[src/rtl/core/assert_macros.svh]
// Assertion macros used by the RTL of this block.
`ifndef ASSERT_MACROS_SVH
`define ASSERT_MACROS_SVH

// Concurrent check, masked while reset is high.
`define SJS_ASSERT(name, clk, rst, prop, msg) \
   name: assert property (@(posedge clk) disable iff (rst) prop) else $error(msg);

// Concurrent check that also holds during reset.
`define SJS_ASSERT_ALWAYS(name, clk, prop, msg) \
   name: assert property (@(posedge clk) prop) else $error(msg);

`endif

[src/rtl/core/sjs_div.sv]
// Radix-2 restoring divider: signed 64-bit numerator over signed 32-bit
// divisor, quotient truncated toward zero and clipped to 32 signed bits.
module sjs_div (
   input  logic        clock,
   input  logic        reset,
   input  logic        start,
   input  logic [63:0] num,
   input  logic [31:0] den,
   output logic        done,
   output logic [31:0] quot
);

   logic        busy_ff, busy_in;
   logic        fin_ff, fin_in;
   logic        done_ff, done_in;
   logic [5:0]  cnt_ff, cnt_in;
   logic [63:0] nq_ff, nq_in;
   logic [31:0] rem_ff, rem_in;
   logic [31:0] den_ff, den_in;
   logic        neg_ff, neg_in;
   logic [31:0] quot_ff, quot_in;
   logic [32:0] rem_sh;
   logic [32:0] rem_sub;
   logic        qbit;

   // One quotient bit per cycle
   always_comb begin
      rem_sh  = {rem_ff, nq_ff[63]};
      rem_sub = rem_sh - {1'b0, den_ff};
      qbit    = !rem_sub[32];
   end

   always_comb begin
      busy_in = busy_ff;
      fin_in  = 1'b0;
      done_in = 1'b0;
      cnt_in  = cnt_ff;
      nq_in   = nq_ff;
      rem_in  = rem_ff;
      den_in  = den_ff;
      neg_in  = neg_ff;
      quot_in = quot_ff;
      if (start) begin
         busy_in = 1'b1;
         cnt_in  = '0;
         nq_in   = num[63] ? 64'd0 - num : num;
         rem_in  = '0;
         den_in  = den[31] ? 32'd0 - den : den;
         neg_in  = num[63] != den[31];
      end else if (busy_ff) begin
         nq_in  = {nq_ff[62:0], qbit};
         rem_in = qbit ? rem_sub[31:0] : rem_sh[31:0];
         cnt_in = cnt_ff + 6'd1;
         if (cnt_ff == '1) begin
            busy_in = 1'b0;
            fin_in  = 1'b1;
         end
      end else if (fin_ff) begin
         // Clip the magnitude and apply the sign
         done_in = 1'b1;
         if (neg_ff) begin
            quot_in = (|nq_ff[63:31]) ? 32'h8000_0000 : 32'd0 - nq_ff[31:0];
         end else begin
            quot_in = (|nq_ff[63:31]) ? 32'h7FFF_FFFF : nq_ff[31:0];
         end
      end
   end

   always_ff @(posedge clock) begin
      if (reset) begin
         busy_ff <= 1'b0;
         fin_ff  <= 1'b0;
         done_ff <= 1'b0;
      end else begin
         busy_ff <= busy_in;
         fin_ff  <= fin_in;
         done_ff <= done_in;
      end
      cnt_ff  <= cnt_in;
      nq_ff   <= nq_in;
      rem_ff  <= rem_in;
      den_ff  <= den_in;
      neg_ff  <= neg_in;
      quot_ff <= quot_in;
   end

   assign done = done_ff;
   assign quot = quot_ff;

endmodule

[config.mk]
export PLATFORM = sky130hd
export DESIGN_NAME = sjs_div
export DESIGN_NICKNAME = d
export VERILOG_FILES = /design/src/rtl/core/assert_macros.svh /design/src/rtl/core/sjs_div.sv
export SDC_FILE = /design/constraint.sdc
export NUM_CORES = 1
export LEC_CHECK = 0
export BUFFER_PORTS_ARGS = -buffer_cell sky130_fd_sc_hd__buf_4
export CAP_MARGIN = 5
export CORE_MARGIN = 2
export CORE_UTILIZATION = 25
export CTS_CLUSTER_SIZE = 8
export DETAILED_ROUTE_END_ITERATION = 8
export PLACE_DENSITY = 0.46
export SETUP_SLACK_MARGIN = 0.02
export SYNTH_ARGS = -nofsm -noshare
export SYNTH_HDL_FRONTEND = slang
export SYNTH_SLANG_ARGS = --single-unit
[constraint.sdc]
create_clock -name clock -period 4.8 [get_ports clock]
set_input_delay 0.24 -clock clock [delete_from_list [all_inputs] [get_ports clock]]
set_output_delay 0.24 -clock clock [all_outputs]
set_load 0.005 [all_outputs]
==> impl_metrics.yaml <==
outcome:
  run_status: "complete, no violations"
placed_design:
  port_buffers: 131
  gp_congestion: 0.820
  place_hpwl_microns: 21800
drt:
  avgRoutedWirePerCell_microns: 15.5
  wl_met1_microns: 14500
  route.met2.wl_microns: 13400
  via_count: 9069
  via_per_inst: 4.78
  wirelength_microns: 29400
  top_layer: "met5"
  drt-initial-drc-count: 387
  firstDrtPassIters: 4
  drc: 0
  ant_nets: 0
  wl_met3_microns: 1140
global_routing:
  grt_max_degree: 99
  grt_pass1_wl_microns: 47900
  grt_use_total: 0.129
  grt-ovfl-total: 0
  grt_pass1_vias: 8720
  antenna_found_initial: 2
synthesis:
  synth.avg_cell_area_sq_um: 9.40
  synth_top_area_share: 0.348
  synth_ff_type: "edfxtp_1"
  ys.warnings.count: 0
  synth-seq-cells: 170
  async_flop_share: 0
  synth_top_family_by_area: "compound AO/OA/AOI/OAI gates"
  syn_area_sq_um: 11100
  seq_area_frac_synth: 0.422
  synthMuxAreaShare: 0.0247
  syn-num-nets: 1319
  synthXorXnorAreaFrac: 0.112
  yosysMostFrequentCell: "nor2_1"
  synthCells: 1183
  synth-simple-area-share: 0.178
  synthTopCellsByCount: "140 x nor2_1, 129 x edfxtp_1, 105 x a21oi_1"
  synth_top_area_cell: "edfxtp_1"
  synth_compound_area_frac: 0.187
  synth.distinct_cells: 70
  yosys.area_share.adder: 0.0423
  synth-edff-count: 129
  synth.top_cells.by_area: "edfxtp_1 35%, dfxtp_1 7.4%, xor2_1 6.7%, a21oi_1 4.7%, nor2_1 4.7%"
setup_path:
  crit_arrival_ps: 4060
  crit_path_frequent_cell: "buf_4"
  required_ps: 5080
  cp_slowest_cell: "buf_4"
  max_stage_delay_ps: 430
  cp-start-kind: "flip-flop"
  endpoint_kind: "flip-flop"
  cp_max_fo: 32
  path_cells: "inv_1, ha_1, fa_1, nand2b_1, a21oi_1, o21ai_0, a211o_1, a21o_1, a211oi_4, buf_4, buf_4, mux2i_1, a211oi_1"
  crit_type: "reg2reg"
hold_path:
  hold_class: "in2reg"
sta:
  hold_viol_final: 0
  relSlewSlack: 0.357
  tightestPinTransition_ps: 962
  fin_worst_hold_slack_ps: 91.8
  finalMaxSlewViolations: 0
  rsz0062_at_grt: "no"
  fin_crit_sh: 0.787
  setup_viol: 0
  fmax_ghz: 0.265
  fin_setup_tns_ps: 0
  clock_skew_ps: 11.2
  min_period_ps: 3780
die:
  die_area_sq_um: 46200
  fp.dieW_microns: 215
  core-area_sq_um: 44000
  io_pins: 132
  start_util: 0.253
  num_rows: 77
  die_h_microns: 215
power:
  p_per_area_nw_per_um2: 296
  leakage_nw: 4.91
  vdd_drop_max_uv: 193
final_layout:
  layout-drive-gt1-share: 0.172
  syn_to_final_growth_pct: 19.8
  antenna_cells: 0
  nNetsFinal: 1427
clock_network:
  insertion_delay_ps: 440
  htree_levels: 4
  cts-root-buf: "clkbuf_16"
  clock-sinks: 170
  cts_buffers: 17
  clk_pin_slew_worst_paths_ps: 70
  cts_tree: "built"
  cts_buffer_depth: 2
job:
  drv_cap: 0
==> layout make-up <==
class	instances	area, sq um
clock buffer	21	450
clock inverter	11	120
fill	4631	30700
inverter	50	188
multi-input combinational	911	6060
sequential	170	4700
tap	592	741
timing repair buffer	141	1070
==> metrics by stage <==
step | util | setup slack [ps] | total power [W] | cell area [sq um] | instances
finish | 0.303 | 1020 | 0.00395 | 13300 | 1896
global route | 0.303 | 768 | 0.00418 | 13300 | 1896
CTS | 0.303 | 1010 | 0.00401 | 13300 | 1896
detailed placement | 0.289 | 1040 | 0.00260 | 12700 | 1862
global placement | 0.289 | 1120 | 0.00260 | 12700 | 1862
floorplan | - | 1480 | 0.00234 | 11100 | 1183
==> worst max-delay path, delay by kind of cell, from the launching register on <==
| kind | cells | cell delay, ps |
|---|---|---|
| AOI/OAI and AO/OA | 6 | 1380 |
| adders and majority gates | 2 | 630 |
| buffers and inverters | 3 | 790 |
| DFF | 1 | 410 |
| muxes | 1 | 230 |
| and+or+nand+nor | 1 | 180 |
==> state kept, by name, indices dropped and copies added (netlist names) <==
| register | flops |
|---|---|
| fin_ff | 1 |
| neg_ff | 1 |
| done | 1 |
| den_ff | 32 |
| nq_ff | 64 |
| busy_ff | 1 |
| cnt_ff | 6 |
| quot | 32 |
| rem_ff | 32 |
==> where the power goes <==
group	internal (W)	switching, W
Clock	0.000780	0.000598
Combinational	0.000320	0.000442
Sequential	0.00172	0.0000826
Total	0.00282	0.00112
==> repair_timing <==
item,CTS,global route
endpoints found under the hold margin,2,0
hold buffers,2,0
gates resized for setup,0,0
buffers inserted,0,0
==> cells by family (layout without fill, tap and decap cells) <==
kind of cell	Yosys count	in the layout
fa+ha+maj	37	37
buf+inv	102	223
xor+xnor	142	142
simple gates	388	388
flops	170	170
compound gates	317	317
mux	27	27
==> path summary, 6_finish.rpt <==
check	to	cells past startpoint	from	slack (ps)
worst min-delay path	den_ff[19]	2	den[19]	90
worst max-delay path	rem_ff[8]	13	nq_ff[63]	1020
worst max register to register	rem_ff[8]	13	nq_ff[63]	1020
worst min register to register	cnt_ff[5]	2	cnt_ff[5]	500
==> layout by cell type, fill, tap and decap left out, types with 11 or more instances in the layout <==
| cell | Yosys | layout |
|---|---|---|
| o41ai_1 | 17 | 17 |
| or2_2 | 11 | 11 |
| o21ai_0 | 66 | 66 |
| nand2_1 | 85 | 85 |
| a21o_1 | 11 | 11 |
| or3_1 | 31 | 31 |
| a21oi_1 | 105 | 105 |
| buf_4 | 0 | 138 |
| edfxtp_1 | 129 | 129 |
| xnor2_1 | 57 | 57 |
| nor3_1 | 15 | 15 |
| nand2b_1 | 15 | 15 |
| mux2i_1 | 23 | 23 |
| ha_1 | 36 | 36 |
| clkbuf_16 | 0 | 17 |
| o31ai_1 | 35 | 35 |
| inv_1 | 50 | 50 |
| dfxtp_1 | 41 | 40 |
| nor2_1 | 140 | 139 |
| xor2_1 | 85 | 85 |
| or4_1 | 15 | 15 |
| a211oi_1 | 26 | 25 |
==> per-layer routing <==
metal	track usage	vias to the layer above
met5	0	-
met4	0.0352	4
met3	0.0258	28
met2	0.206	174
met1	0.177	4297
li1	-	4566
No activity file was read; power rests on OpenSTA's default activity.
